[config.mk]
export PLATFORM = sky130hd
export DESIGN_NAME = euclidean_distance_accumulator
export DESIGN_NICKNAME = d
export VERILOG_FILES = /design/src/hdl/edacc_pkg.sv /design/src/hdl/edacc_square.sv /design/src/hdl/edacc_accum.sv /design/src/hdl/edacc_cell.sv /design/src/hdl/euclidean_distance_accumulator.sv
export SDC_FILE = /design/constraint.sdc
export NUM_CORES = 2
export LEC_CHECK = 0
export ABC_AREA = 0
export BUFFER_PORTS_ARGS = -buffer_cell sky130_fd_sc_hd__buf_2
export CAP_MARGIN = 40
export CORE_UTILIZATION = 40
export DETAILED_ROUTE_END_ITERATION = 10
export GPL_TIMING_DRIVEN = 0
export PLACE_DENSITY = 0.6
export SLEW_MARGIN = 15
export SYNTH_ARGS = -nofsm -noshare
export SYNTH_HDL_FRONTEND = slang
export SYNTH_SLANG_ARGS = --single-unit
[constraint.sdc]
create_clock -name i_clk -period 48.9 [get_ports i_clk]
set_input_delay 2.445 -clock i_clk [delete_from_list [all_inputs] [get_ports i_clk]]
set_output_delay 2.445 -clock i_clk [all_outputs]
set_load 0.02 [all_outputs]
[src/hdl/edacc_pkg.sv]
// Package for the Euclidean distance accumulator: defaults, widths and link types.
`timescale 1ns / 1ps
`default_nettype none
package edacc_pkg;

    // Default coordinate and sum widths.
    localparam int COORD_BITS_DEF = 16;
    localparam int SUM_BITS_DEF   = 40;

    // Width of the distance field on the output port.
    localparam int DIST_BITS = 20;

    // Control that travels with a squared difference.
    typedef struct packed {
        logic valid;
        logic last;
    } t_item_ctl;

    // Control that travels with a sum through the root cells.
    typedef struct packed {
        logic valid;
        logic sat;
    } t_cell_ctl;

endpackage
`default_nettype wire

[src/hdl/edacc_square.sv]
// Front stage: coordinate difference, magnitude and square, registered.
`timescale 1ns / 1ps
`default_nettype none
module edacc_square
    import edacc_pkg::*;
#(
    parameter int COORD_BITS = COORD_BITS_DEF
) (
    input  wire logic                         i_clk,
    input  wire logic                         i_rst_n,
    input  wire logic                         i_en,
    input  wire logic                         i_valid,
    input  wire logic signed [COORD_BITS-1:0] i_p_coord,
    input  wire logic signed [COORD_BITS-1:0] i_q_coord,
    input  wire logic                         i_last_element,
    output t_item_ctl                         o_ctl,
    output logic [2*COORD_BITS+1:0]           o_sq
);

    localparam int DW = COORD_BITS + 1;

    logic [DW-1:0]           w_diff;
    logic [DW-1:0]           w_mag;
    logic [2*COORD_BITS+1:0] n_sq;
    t_item_ctl               r_ctl;
    logic [2*COORD_BITS+1:0] r_sq;

    // Sign-extended difference q - p and its magnitude, which fits unsigned in DW bits.
    always_comb begin
        w_diff = {i_q_coord[COORD_BITS-1], i_q_coord} - {i_p_coord[COORD_BITS-1], i_p_coord};
        w_mag  = w_diff[DW-1] ? (~w_diff + DW'(1)) : w_diff;
        n_sq   = (2*DW)'(w_mag) * (2*DW)'(w_mag);
    end

    // Control register: cleared at reset.
    always_ff @(posedge i_clk) begin
        if (!i_rst_n) begin
            r_ctl <= '0;
        end else if (i_en) begin
            r_ctl.valid <= i_valid;
            r_ctl.last  <= i_last_element;
        end
    end

    // Product register.
    always_ff @(posedge i_clk) begin
        if (i_en) begin
            r_sq <= n_sq;
        end
    end

    assign o_ctl = r_ctl;
    assign o_sq  = r_sq;

endmodule
`default_nettype wire

[src/hdl/edacc_accum.sv]
// Saturating sum of squares, with a flush register that hands a finished sum on.
`timescale 1ns / 1ps
`default_nettype none
module edacc_accum
    import edacc_pkg::*;
#(
    parameter int COORD_BITS = COORD_BITS_DEF,
    parameter int SUM_BITS   = SUM_BITS_DEF
) (
    input  wire logic                      i_clk,
    input  wire logic                      i_rst_n,
    input  wire logic                      i_en,
    input  wire t_item_ctl                 i_ctl,
    input  wire logic [2*COORD_BITS+1:0]   i_sq,
    output t_cell_ctl                      o_ctl,
    output logic [SUM_BITS-1:0]            o_sum
);

    localparam int SQ_W = 2 * COORD_BITS + 2;
    localparam int W    = ((SUM_BITS > SQ_W) ? SUM_BITS : SQ_W) + 1;
    localparam logic [W-1:0] SUM_MAX = {{(W-SUM_BITS){1'b0}}, {SUM_BITS{1'b1}}};

    logic [SUM_BITS-1:0] r_sum;
    logic                r_ovf;
    logic [W-1:0]        w_wide;
    logic                w_over;
    logic [SUM_BITS-1:0] n_sum;
    logic                n_ovf;
    t_cell_ctl           r_fl_ctl;
    logic [SUM_BITS-1:0] r_fl_sum;

    // Wide add, then clamp at the all-ones value of the sum.
    always_comb begin
        w_wide = W'(r_sum) + W'(i_sq);
        w_over = w_wide > SUM_MAX;
        n_sum  = w_over ? '1 : w_wide[SUM_BITS-1:0];
        n_ovf  = r_ovf | w_over;
    end

    // Running state: the last item of a vector clears it for the next vector.
    always_ff @(posedge i_clk) begin
        if (!i_rst_n) begin
            r_sum <= '0;
            r_ovf <= 1'b0;
        end else if (i_en && i_ctl.valid) begin
            if (i_ctl.last) begin
                r_sum <= '0;
                r_ovf <= 1'b0;
            end else begin
                r_sum <= n_sum;
                r_ovf <= n_ovf;
            end
        end
    end

    // Flush control: valid for one step when a vector ends.
    always_ff @(posedge i_clk) begin
        if (!i_rst_n) begin
            r_fl_ctl <= '0;
        end else if (i_en) begin
            r_fl_ctl.valid <= i_ctl.valid & i_ctl.last;
            r_fl_ctl.sat   <= n_ovf;
        end
    end

    // Flush payload.
    always_ff @(posedge i_clk) begin
        if (i_en) begin
            r_fl_sum <= n_sum;
        end
    end

    assign o_ctl = r_fl_ctl;
    assign o_sum = r_fl_sum;

endmodule
`default_nettype wire

[src/hdl/edacc_cell.sv]
// One digit step of the integer square root: takes two radicand bits, yields one root bit.
`timescale 1ns / 1ps
`default_nettype none
module edacc_cell
    import edacc_pkg::*;
#(
    parameter int SUM_BITS = SUM_BITS_DEF
) (
    input  wire logic                         i_clk,
    input  wire logic                         i_rst_n,
    input  wire logic                         i_en,
    input  wire t_cell_ctl                    i_ctl,
    input  wire logic [2*((SUM_BITS+1)/2)-1:0] i_rad,
    input  wire logic [(SUM_BITS+1)/2+1:0]    i_rem,
    input  wire logic [(SUM_BITS+1)/2-1:0]    i_root,
    output t_cell_ctl                         o_ctl,
    output logic [2*((SUM_BITS+1)/2)-1:0]     o_rad,
    output logic [(SUM_BITS+1)/2+1:0]         o_rem,
    output logic [(SUM_BITS+1)/2-1:0]         o_root
);

    localparam int R  = (SUM_BITS + 1) / 2;
    localparam int NW = 2 * R;
    localparam int RW = R + 2;

    logic [RW-1:0] w_rem_sh;
    logic [RW-1:0] w_trial;
    logic          w_ge;
    logic [RW-1:0] n_rem;
    logic [R-1:0]  n_root;
    logic [NW-1:0] n_rad;
    t_cell_ctl     r_ctl;
    logic [NW-1:0] r_rad;
    logic [RW-1:0] r_rem;
    logic [R-1:0]  r_root;

    // Bring down the next bit pair and try the digit one against 4*root + 1.
    always_comb begin
        w_rem_sh = {i_rem[RW-3:0], i_rad[NW-1:NW-2]};
        w_trial  = {i_root, 2'b01};
        w_ge     = w_rem_sh >= w_trial;
        n_rem    = w_ge ? (w_rem_sh - w_trial) : w_rem_sh;
        n_root   = {i_root[R-2:0], w_ge};
        n_rad    = {i_rad[NW-3:0], 2'b00};
    end

    // Control register.
    always_ff @(posedge i_clk) begin
        if (!i_rst_n) begin
            r_ctl <= '0;
        end else if (i_en) begin
            r_ctl <= i_ctl;
        end
    end

    // Payload registers handed to the next cell.
    always_ff @(posedge i_clk) begin
        if (i_en) begin
            r_rad  <= n_rad;
            r_rem  <= n_rem;
            r_root <= n_root;
        end
    end

    assign o_ctl  = r_ctl;
    assign o_rad  = r_rad;
    assign o_rem  = r_rem;
    assign o_root = r_root;

endmodule
`default_nettype wire

[src/hdl/euclidean_distance_accumulator.sv]
// Top level of the Euclidean distance accumulator.
// Usage:
// The input channel takes one coordinate pair (p, q) per item, with a mark on
// the final element of each vector. The output channel gives one item per
// vector: the floor square root of the sum of squared differences, and a flag
// that is set when the sum saturated at all ones during that vector.
// One input item per cycle is taken while o_stall is low, at any vector length.
// After the edge that accepts the last item of its vector, a result passes
// the square register, the flush register of the sum, the row of root cells
// (one cell per root bit) and the output register.
// The whole row moves on one common enable. A result held in the output
// register by a stalled receiver does not hold the row; only when a second
// result reaches the end of the row does the row stop and o_stall rise, so
// no item is lost.
// Synchronous reset clears the sum, the saturation flag and all valid bits.
`timescale 1ns / 1ps
`default_nettype none
module euclidean_distance_accumulator
    import edacc_pkg::*;
#(
    parameter int COORD_BITS = COORD_BITS_DEF,
    parameter int SUM_BITS   = SUM_BITS_DEF
) (
    input  wire logic                         i_clk,
    input  wire logic                         i_rst_n,
    input  wire logic                         i_valid,
    output logic                              o_stall,
    input  wire logic signed [COORD_BITS-1:0] i_p_coord,
    input  wire logic signed [COORD_BITS-1:0] i_q_coord,
    input  wire logic                         i_last_element,
    output logic                              o_valid,
    input  wire logic                         i_stall,
    output logic [DIST_BITS-1:0]              o_distance,
    output logic                              o_saturated
);

    localparam int R  = (SUM_BITS + 1) / 2;
    localparam int NW = 2 * R;
    localparam int RW = R + 2;

    logic                    w_adv;
    t_item_ctl               w_sq_ctl;
    logic [2*COORD_BITS+1:0] w_sq;
    t_cell_ctl               w_fl_ctl;
    logic [SUM_BITS-1:0]     w_fl_sum;
    t_cell_ctl               w_ctl  [0:R];
    logic [NW-1:0]           w_rad  [0:R];
    logic [RW-1:0]           w_rem  [0:R];
    logic [R-1:0]            w_root [0:R];
    logic                    r_out_valid;
    logic [DIST_BITS-1:0]    r_out_distance;
    logic                    r_out_sat;

    // Whole pipeline advances unless a finished result at the end of the row
    // would have to enter an output register that is held by the receiver.
    assign w_adv   = !(w_ctl[R].valid && r_out_valid && i_stall);
    assign o_stall = !w_adv;

    // Square of the coordinate difference.
    edacc_square #(
        .COORD_BITS(COORD_BITS)
    ) u_square (
        .i_clk         (i_clk),
        .i_rst_n       (i_rst_n),
        .i_en          (w_adv),
        .i_valid       (i_valid),
        .i_p_coord     (i_p_coord),
        .i_q_coord     (i_q_coord),
        .i_last_element(i_last_element),
        .o_ctl         (w_sq_ctl),
        .o_sq          (w_sq)
    );

    // Saturating sum of squares.
    edacc_accum #(
        .COORD_BITS(COORD_BITS),
        .SUM_BITS  (SUM_BITS)
    ) u_accum (
        .i_clk  (i_clk),
        .i_rst_n(i_rst_n),
        .i_en   (w_adv),
        .i_ctl  (w_sq_ctl),
        .i_sq   (w_sq),
        .o_ctl  (w_fl_ctl),
        .o_sum  (w_fl_sum)
    );

    // Head of the root row: the radicand with an empty remainder and root.
    assign w_ctl[0]  = w_fl_ctl;
    assign w_rad[0]  = NW'(w_fl_sum);
    assign w_rem[0]  = '0;
    assign w_root[0] = '0;

    // Row of root cells, one root bit per cell, most significant first.
    for (genvar g = 0; g < R; g++) begin : g_cell
        edacc_cell #(
            .SUM_BITS(SUM_BITS)
        ) u_cell (
            .i_clk  (i_clk),
            .i_rst_n(i_rst_n),
            .i_en   (w_adv),
            .i_ctl  (w_ctl[g]),
            .i_rad  (w_rad[g]),
            .i_rem  (w_rem[g]),
            .i_root (w_root[g]),
            .o_ctl  (w_ctl[g+1]),
            .o_rad  (w_rad[g+1]),
            .o_rem  (w_rem[g+1]),
            .o_root (w_root[g+1])
        );
    end

    // Output valid: loads from the end of the row whenever the register is free
    // or its item is taken.
    always_ff @(posedge i_clk) begin
        if (!i_rst_n) begin
            r_out_valid <= 1'b0;
        end else if (!r_out_valid || !i_stall) begin
            r_out_valid <= w_ctl[R].valid;
        end
    end

    // Output payload, held while the receiver stalls.
    always_ff @(posedge i_clk) begin
        if (!r_out_valid || !i_stall) begin
            r_out_distance <= DIST_BITS'(w_root[R]);
            r_out_sat      <= w_ctl[R].sat;
        end
    end

    assign o_valid     = r_out_valid;
    assign o_saturated = r_out_sat;
    assign o_distance  = r_out_distance;

endmodule
`default_nettype wire

# == Word-level counts from Yosys, hierarchy flattened ==
# Index checks and enable logic that the tools add are counted.
# classes
addsub,22
multipliers,1
magnitude_cmp,21
muxes,23
n_bitwise,3
reduce_logical,7
# ops
op,count
2-to-1 mux 20 bit,18
2-to-1 mux 40 bit,2
adder 40 x 34 -> 41 bit,1
> comparator 41 x 40 -> 1 bit (second input constant),1
multiplier 17 x 17 -> 34 bit,1
greater-or-equal comparator 22 x 10 -> 1 bit,1
greater-or-equal comparator 22 x 11 -> 1 bit,1
greater-or-equal comparator 22 x 12 -> 1 bit,1
greater-or-equal comparator 22 x 13 -> 1 bit,1
greater-or-equal comparator 22 x 14 -> 1 bit,1
greater-or-equal comparator 22 x 15 -> 1 bit,1
greater-or-equal comparator 22 x 16 -> 1 bit,1
greater-or-equal comparator 22 x 17 -> 1 bit,1
greater-or-equal comparator 22 x 18 -> 1 bit,1
greater-or-equal comparator 22 x 19 -> 1 bit,1
greater-or-equal comparator 22 x 20 -> 1 bit,1
greater-or-equal comparator 22 x 21 -> 1 bit,1
greater-or-equal comparator 22 x 3 -> 1 bit,1
greater-or-equal comparator 22 x 4 -> 1 bit,1
greater-or-equal comparator 22 x 5 -> 1 bit,1
greater-or-equal comparator 22 x 6 -> 1 bit,1
greater-or-equal comparator 22 x 7 -> 1 bit,1
greater-or-equal comparator 22 x 8 -> 1 bit,1
greater-or-equal comparator 22 x 9 -> 1 bit,1
31 further kinds,35
# totals
register_bits,1134
inputBits,37
word_cells,187

# == Depth between registers and ports, before layout ==
# logic_depth
ltp_word,5
depth_mapped,39

# == By module ==
# From an unflattened synthesis, not the netlist that was laid out.
# hier_totals
cells_unflattened,8153
hier_area_um2,97029.3
# by_module_without_submodules
mod,n_inst,cells_each,area_per_inst_um2
edacc_cell at g_cell[0].u_cell ...,13,320,3987.6
edacc_cell at g_cell[3].u_cell ...,7,329,4167.7
edacc_square,1,1128,10324.9
edacc_accum,1,534,5007.3
euclidean_distance_accumulator,1,28,684.4

# == Least setup slack after synthesis ==
# OpenSTA, ideal clock, no wires.
# synth_timing
kind,input to register
start,input port i_stall
end,"register u_accum.r_fl_ctl, in the netlist u_accum.o_ctl[0]"
arrival_time_ps,32002
t_required_ps,48733
path_slack_ps,16732
cell_stages,4
n_path_buf,1
cell_sequence,nand3_1 -> clkbuf_1 -> o21ai_0 -> a21oi_1
# synth_between
elab_chain_cells,1
# synth_lines
element,line,rtl
from (decl),euclidean_distance_accumulator.sv:32,"input wire logic i_stall,"
logical AND 1 bit,euclidean_distance_accumulator.sv:56,assign w_adv = !(w_ctl[R].valid && r_out_valid && i_stall);
to (decl),edacc_accum.sv:29,t_cell_ctl r_fl_ctl;
# No other way between the ends.
# A chain may end at the register's enable or synchronous reset.

# == Worst setup path after layout ==
# layout_timing
start,input port i_p_coord[0]
end,"register u_square.r_sq[23], in the netlist u_square.o_sq[23] (data pin)"
# layout_between
elab_chain_cells,5
# layout_lines
element,line,rtl
from (decl),euclidean_distance_accumulator.sv:28,"input wire logic signed [COORD_BITS-1:0] i_p_coord,"
subtractor 16 x 16 -> 17 bit *,edacc_square.sv:30,"w_diff = {i_q_coord[COORD_BITS-1], i_q_coord} - {i_p_coord[COORD_BITS-1], i_p_coord};"
inverter 17 bit,edacc_square.sv:31,w_mag = w_diff[DW-1] ? (~w_diff + DW'(1)) : w_diff;
adder 17 x 1 -> 17 bit,edacc_square.sv:31,
2-to-1 mux 17 bit *,edacc_square.sv:31,
multiplier 17 x 17 -> 34 bit *,edacc_square.sv:32,n_sq = (2*DW)'(w_mag) * (2*DW)'(w_mag);
net u_square.n_sq[23],edacc_square.sv:24,logic [2*COORD_BITS+1:0] n_sq;
to (signal assigned),edacc_square.sv:48,r_sq <= n_sq;
to (decl),edacc_square.sv:26,logic [2*COORD_BITS+1:0] r_sq;
# Mark *: on every way through the listed nets, which the timed path passes. The rest lies on a longest branch.

==> key figures <==
Outcome
  • Run status: complete, no violations

Detailed routing
  • Vias: 35110
  • DRC violation total after the first TritonRoute iteration: 1749
  • Initial DRT Pass Iterations: 7
  • Vias per cell: 4.955
  • Wire length reported by the detailed router: 109100 um
  • Remaining DRCs: 0
  • DRT antenna net count: 0
  • Average routed wire per standard cell: 15.39 um

Worst setup path
  • Req. time, crit path: 49360 ps
  • Slowest cell on the critical path: sky130_fd_sc_hd__xnor2_1
  • Dominant delay contributor by cell family on the critical path: adder cells
  • Crit start category: input pin
  • Buffers & Inverters on Critical Path: 9
  • Arrival time of the worst setup path: 12830 ps
  • Path type of the worst setup path: in2reg
  • Biggest cell delay along the critical path: 660 ps
  • Cell repeated most along the worst path: sky130_fd_sc_hd__fa_1
  • Element type at the critical path end: flop
  • Maximum fanout along the worst path: 10

Synth
  • Number of synthesized register bits: 1127
  • Post-synthesis async set-or-reset flop share: 0%
  • Share of the synthesized area in the top cell type: 52.82%
  • Most used standard cell by instance count after synthesis: sky130_fd_sc_hd__edfxtp_1
  • Commonest cells in the netlist: sky130_fd_sc_hd__edfxtp_1 (1041), sky130_fd_sc_hd__inv_1 (589), sky130_fd_sc_hd__ha_1 (386), sky130_fd_sc_hd__nand2_1 (371), sky130_fd_sc_hd__nor2_1 (319)
  • Top cells by area in the synthesized netlist: sky130_fd_sc_hd__edfxtp_1 (53%), sky130_fd_sc_hd__ha_1 (8.2%), sky130_fd_sc_hd__fa_1 (6.5%)
  • Post-synthesis cell count: 4851
  • Main flop type after synthesis: sky130_fd_sc_hd__edfxtp_1
  • Leading area contributor after synthesis: sky130_fd_sc_hd__edfxtp_1
  • Cell area after synthesis: 59180 sq um
  • Mean instance size in the synthesized netlist: 12.20 sq um
  • Netlist cell types: 84
  • Sequential share of the synthesized area: 55.73%
  • Yosys warns: 0
  • Count of flip-flops with a built-in enable after synthesis: 1041

Cells and area
  • Net count, final: 5683
  • Diode insertion count for antenna repair: 0
  • Layout-stage area growth over the synthesis result: 12.31%
  • Share of post-route cells with drive strength above 1: 7.177%
  • Final Core Density: 45.44%
  • Design Area, Final: 66470 sq um

STA
  • Post-route clock skew: 63.76 ps
  • Final hold violation count: 0
  • Total negative setup slack: 0 ps
  • Clock period minus worst slack: 12370 ps
  • Worst-case hold slack: 394.6 ps
  • Relative max-transition margin: 41.95%
  • Worst Max-Slew Pin Slew: 862.9 ps
  • Unrepaired setup endpoints after global routing: false
  • Number of slew-limit violations in the final report: 0
  • Highest clock rate: 0.08085 GHz
  • Period Utilization, post-route: 25.29%
  • Final setup violating endpoints: 0

Floorplan
  • Overall die height: 386.7 um
  • Floorplan die width: 386.7 um
  • Effective utilization at floorplan: 40.46%
  • Die area: 149500 sq um
  • Core outline area: 146300 sq um
  • Floorplan row count: 140
  • Top-level port count: 60

Clock tree
  • Sink Count: 1127
  • Clock slew seen by the registers of the worst setup and hold paths: 60 ps
  • Clock root buffer: sky130_fd_sc_hd__clkbuf_16
  • Number of buffers added by the clock tree synthesis step: 117
  • # H-tree levels: 3
  • Total of cells resized after clock tree synthesis: 0
  • Post-CTS Setup Inserts: 0
  • Maximum number of buffers from clock root to sink: 3
  • CTS tree: done
  • Count of hold buffers inserted by post-cts repair: 0
  • Clock network latency to the later pin of the worst-skew pair: 750 ps

Place
  • Count of buffers inserted at the top-level ports: 59
  • Instance area at placement: 62500 sq um
  • Routability Congestion: 0.8832
  • Placed wire-length estimate after detailed placement: 82690 um

Global route
  • Number of antenna violations at the first check in global routing: 2
  • Grt peak-use layer: met2
  • Global-route track usage on met1: 16.43%
  • Vias in the first global route: 35580
  • Met2 track demand over resource: 27.62%
  • Global route total overflow: 0
  • All-layer global routing usage: 14.62%
  • M3 GR Usage: 2.052%
  • Pin count of the biggest net entering global routing: 64
  • Global-route wire length before repair: 178500 um

Worst hold path
  • Classification of the worst-slack hold path: reg2reg

Flow run
  • Max-cap violation count: 0
worst reg2reg max path, cell delays in order, from the launching register on:
cell and delay (ps):
sky130_fd_sc_hd__edfxtp_1 360, sky130_fd_sc_hd__ha_1 210, sky130_fd_sc_hd__ha_1 210, sky130_fd_sc_hd__a21oi_1 250, sky130_fd_sc_hd__o21ai_0 170, sky130_fd_sc_hd__a21oi_1 400
sky130_fd_sc_hd__a2111o_1 270, sky130_fd_sc_hd__o21ai_1 170, sky130_fd_sc_hd__a311oi_1 590, sky130_fd_sc_hd__o31ai_1 280, sky130_fd_sc_hd__and2_0 210, sky130_fd_sc_hd__clkbuf_1 160
sky130_fd_sc_hd__nand3_1 170, sky130_fd_sc_hd__clkbuf_1 570, sky130_fd_sc_hd__clkbuf_1 630, sky130_fd_sc_hd__nand2_1 240, sky130_fd_sc_hd__a22o_1 260
layer usage:
layer	wire, um	share of wire, %
met5	0	0
met1	44500	41
met2	57810	53
met3	3173	2.9
met4	3574	3.3
layout by cell type (no fill, tap or decap), types with 50 or more instances in the layout:
cell	n
sky130_fd_sc_hd__a21o_1	98
sky130_fd_sc_hd__edfxtp_1	1041
sky130_fd_sc_hd__ha_1	386
sky130_fd_sc_hd__nand2b_1	57
sky130_fd_sc_hd__o21a_1	73
sky130_fd_sc_hd__a21oi_1	258
sky130_fd_sc_hd__xor2_1	141
sky130_fd_sc_hd__fa_1	193
sky130_fd_sc_hd__nor3_1	103
sky130_fd_sc_hd__inv_1	589
sky130_fd_sc_hd__nor2_1	319
sky130_fd_sc_hd__nand2_1	370
sky130_fd_sc_hd__dfxtp_1	86
sky130_fd_sc_hd__mux2_2	50
sky130_fd_sc_hd__xnor2_1	217
sky130_fd_sc_hd__o21ai_0	165
sky130_fd_sc_hd__clkbuf_16	119
sky130_fd_sc_hd__a21boi_0	52
sky130_fd_sc_hd__nand3_1	68
sky130_fd_sc_hd__buf_2	62
sky130_fd_sc_hd__clkbuf_1	96
registers in the layout (all words and copies together), names as in the netlist:
signal                cells
u_accum.r_sum            40
g_cell.u_cell.o_rem     357
g_cell.u_cell.o_rad     380
g_cell.u_cell.o_ctl      40
u_square.o_sq            33
o_saturated               1
u_accum.r_ovf             1
g_cell.u_cell.o_root    210
o_distance               20
u_accum.o_sum            40
u_accum.o_ctl             2
u_square.o_ctl            2
o_valid                   1
logic make-up after synthesis:
| group | count (synthesis) | synth area share [%] |
|---|---|---|
| other | 2 | 0.01269 |
| adders and majority gates | 579 | 14.69 |
| buffers and inverters | 681 | 4.338 |
| AOI/OAI and AO/OA | 840 | 9.086 |
| DFF | 1127 | 55.73 |
| and+or+nand+nor | 1204 | 9.695 |
| muxes | 57 | 1.070 |
| xor gates and xnor gates | 361 | 5.380 |
per-stage QoR:
| step | std cells | setup slack, ps |
|---|---|---|
| final | 7086 | 36530 |
| after floorplan | 4862 | 16730 |
| after global routing | 7086 | 36010 |
| after detailed placement | 6865 | 35830 |
| after CTS | 7086 | 36600 |
| after global placement | 6838 | 4836 |
area by class of cell:
cell class,count,area [sq um]
buffer,85,334.1
clock buffer,145,3095
clock inverter,76,877.1
fill,13100,79800
inverter,596,2237
multi-input combinational,3054,23690
sequential,1127,32980
tap,1917,2399
timing repair buffer,86,853.3
final timing paths:
check / start / to / slack, ps / cells after the start
setup reg to reg: u_square.o_sq[0] / u_accum.r_sum[28] / 43610 / 16
hold reg to reg: g_cell[0].u_cell.o_rad[2] / g_cell[1].u_cell.o_rad[4] / 390 / 0
hold / removal: g_cell[0].u_cell.o_rad[2] / g_cell[1].u_cell.o_rad[4] / 390 / 0
setup / recovery: i_p_coord[0] / u_square.o_sq[23] / 36530 / 37
Power is left out: the tool's default activity adds up to more than one toggle a clock period on the data nets, which glitch-free logic cannot reach.
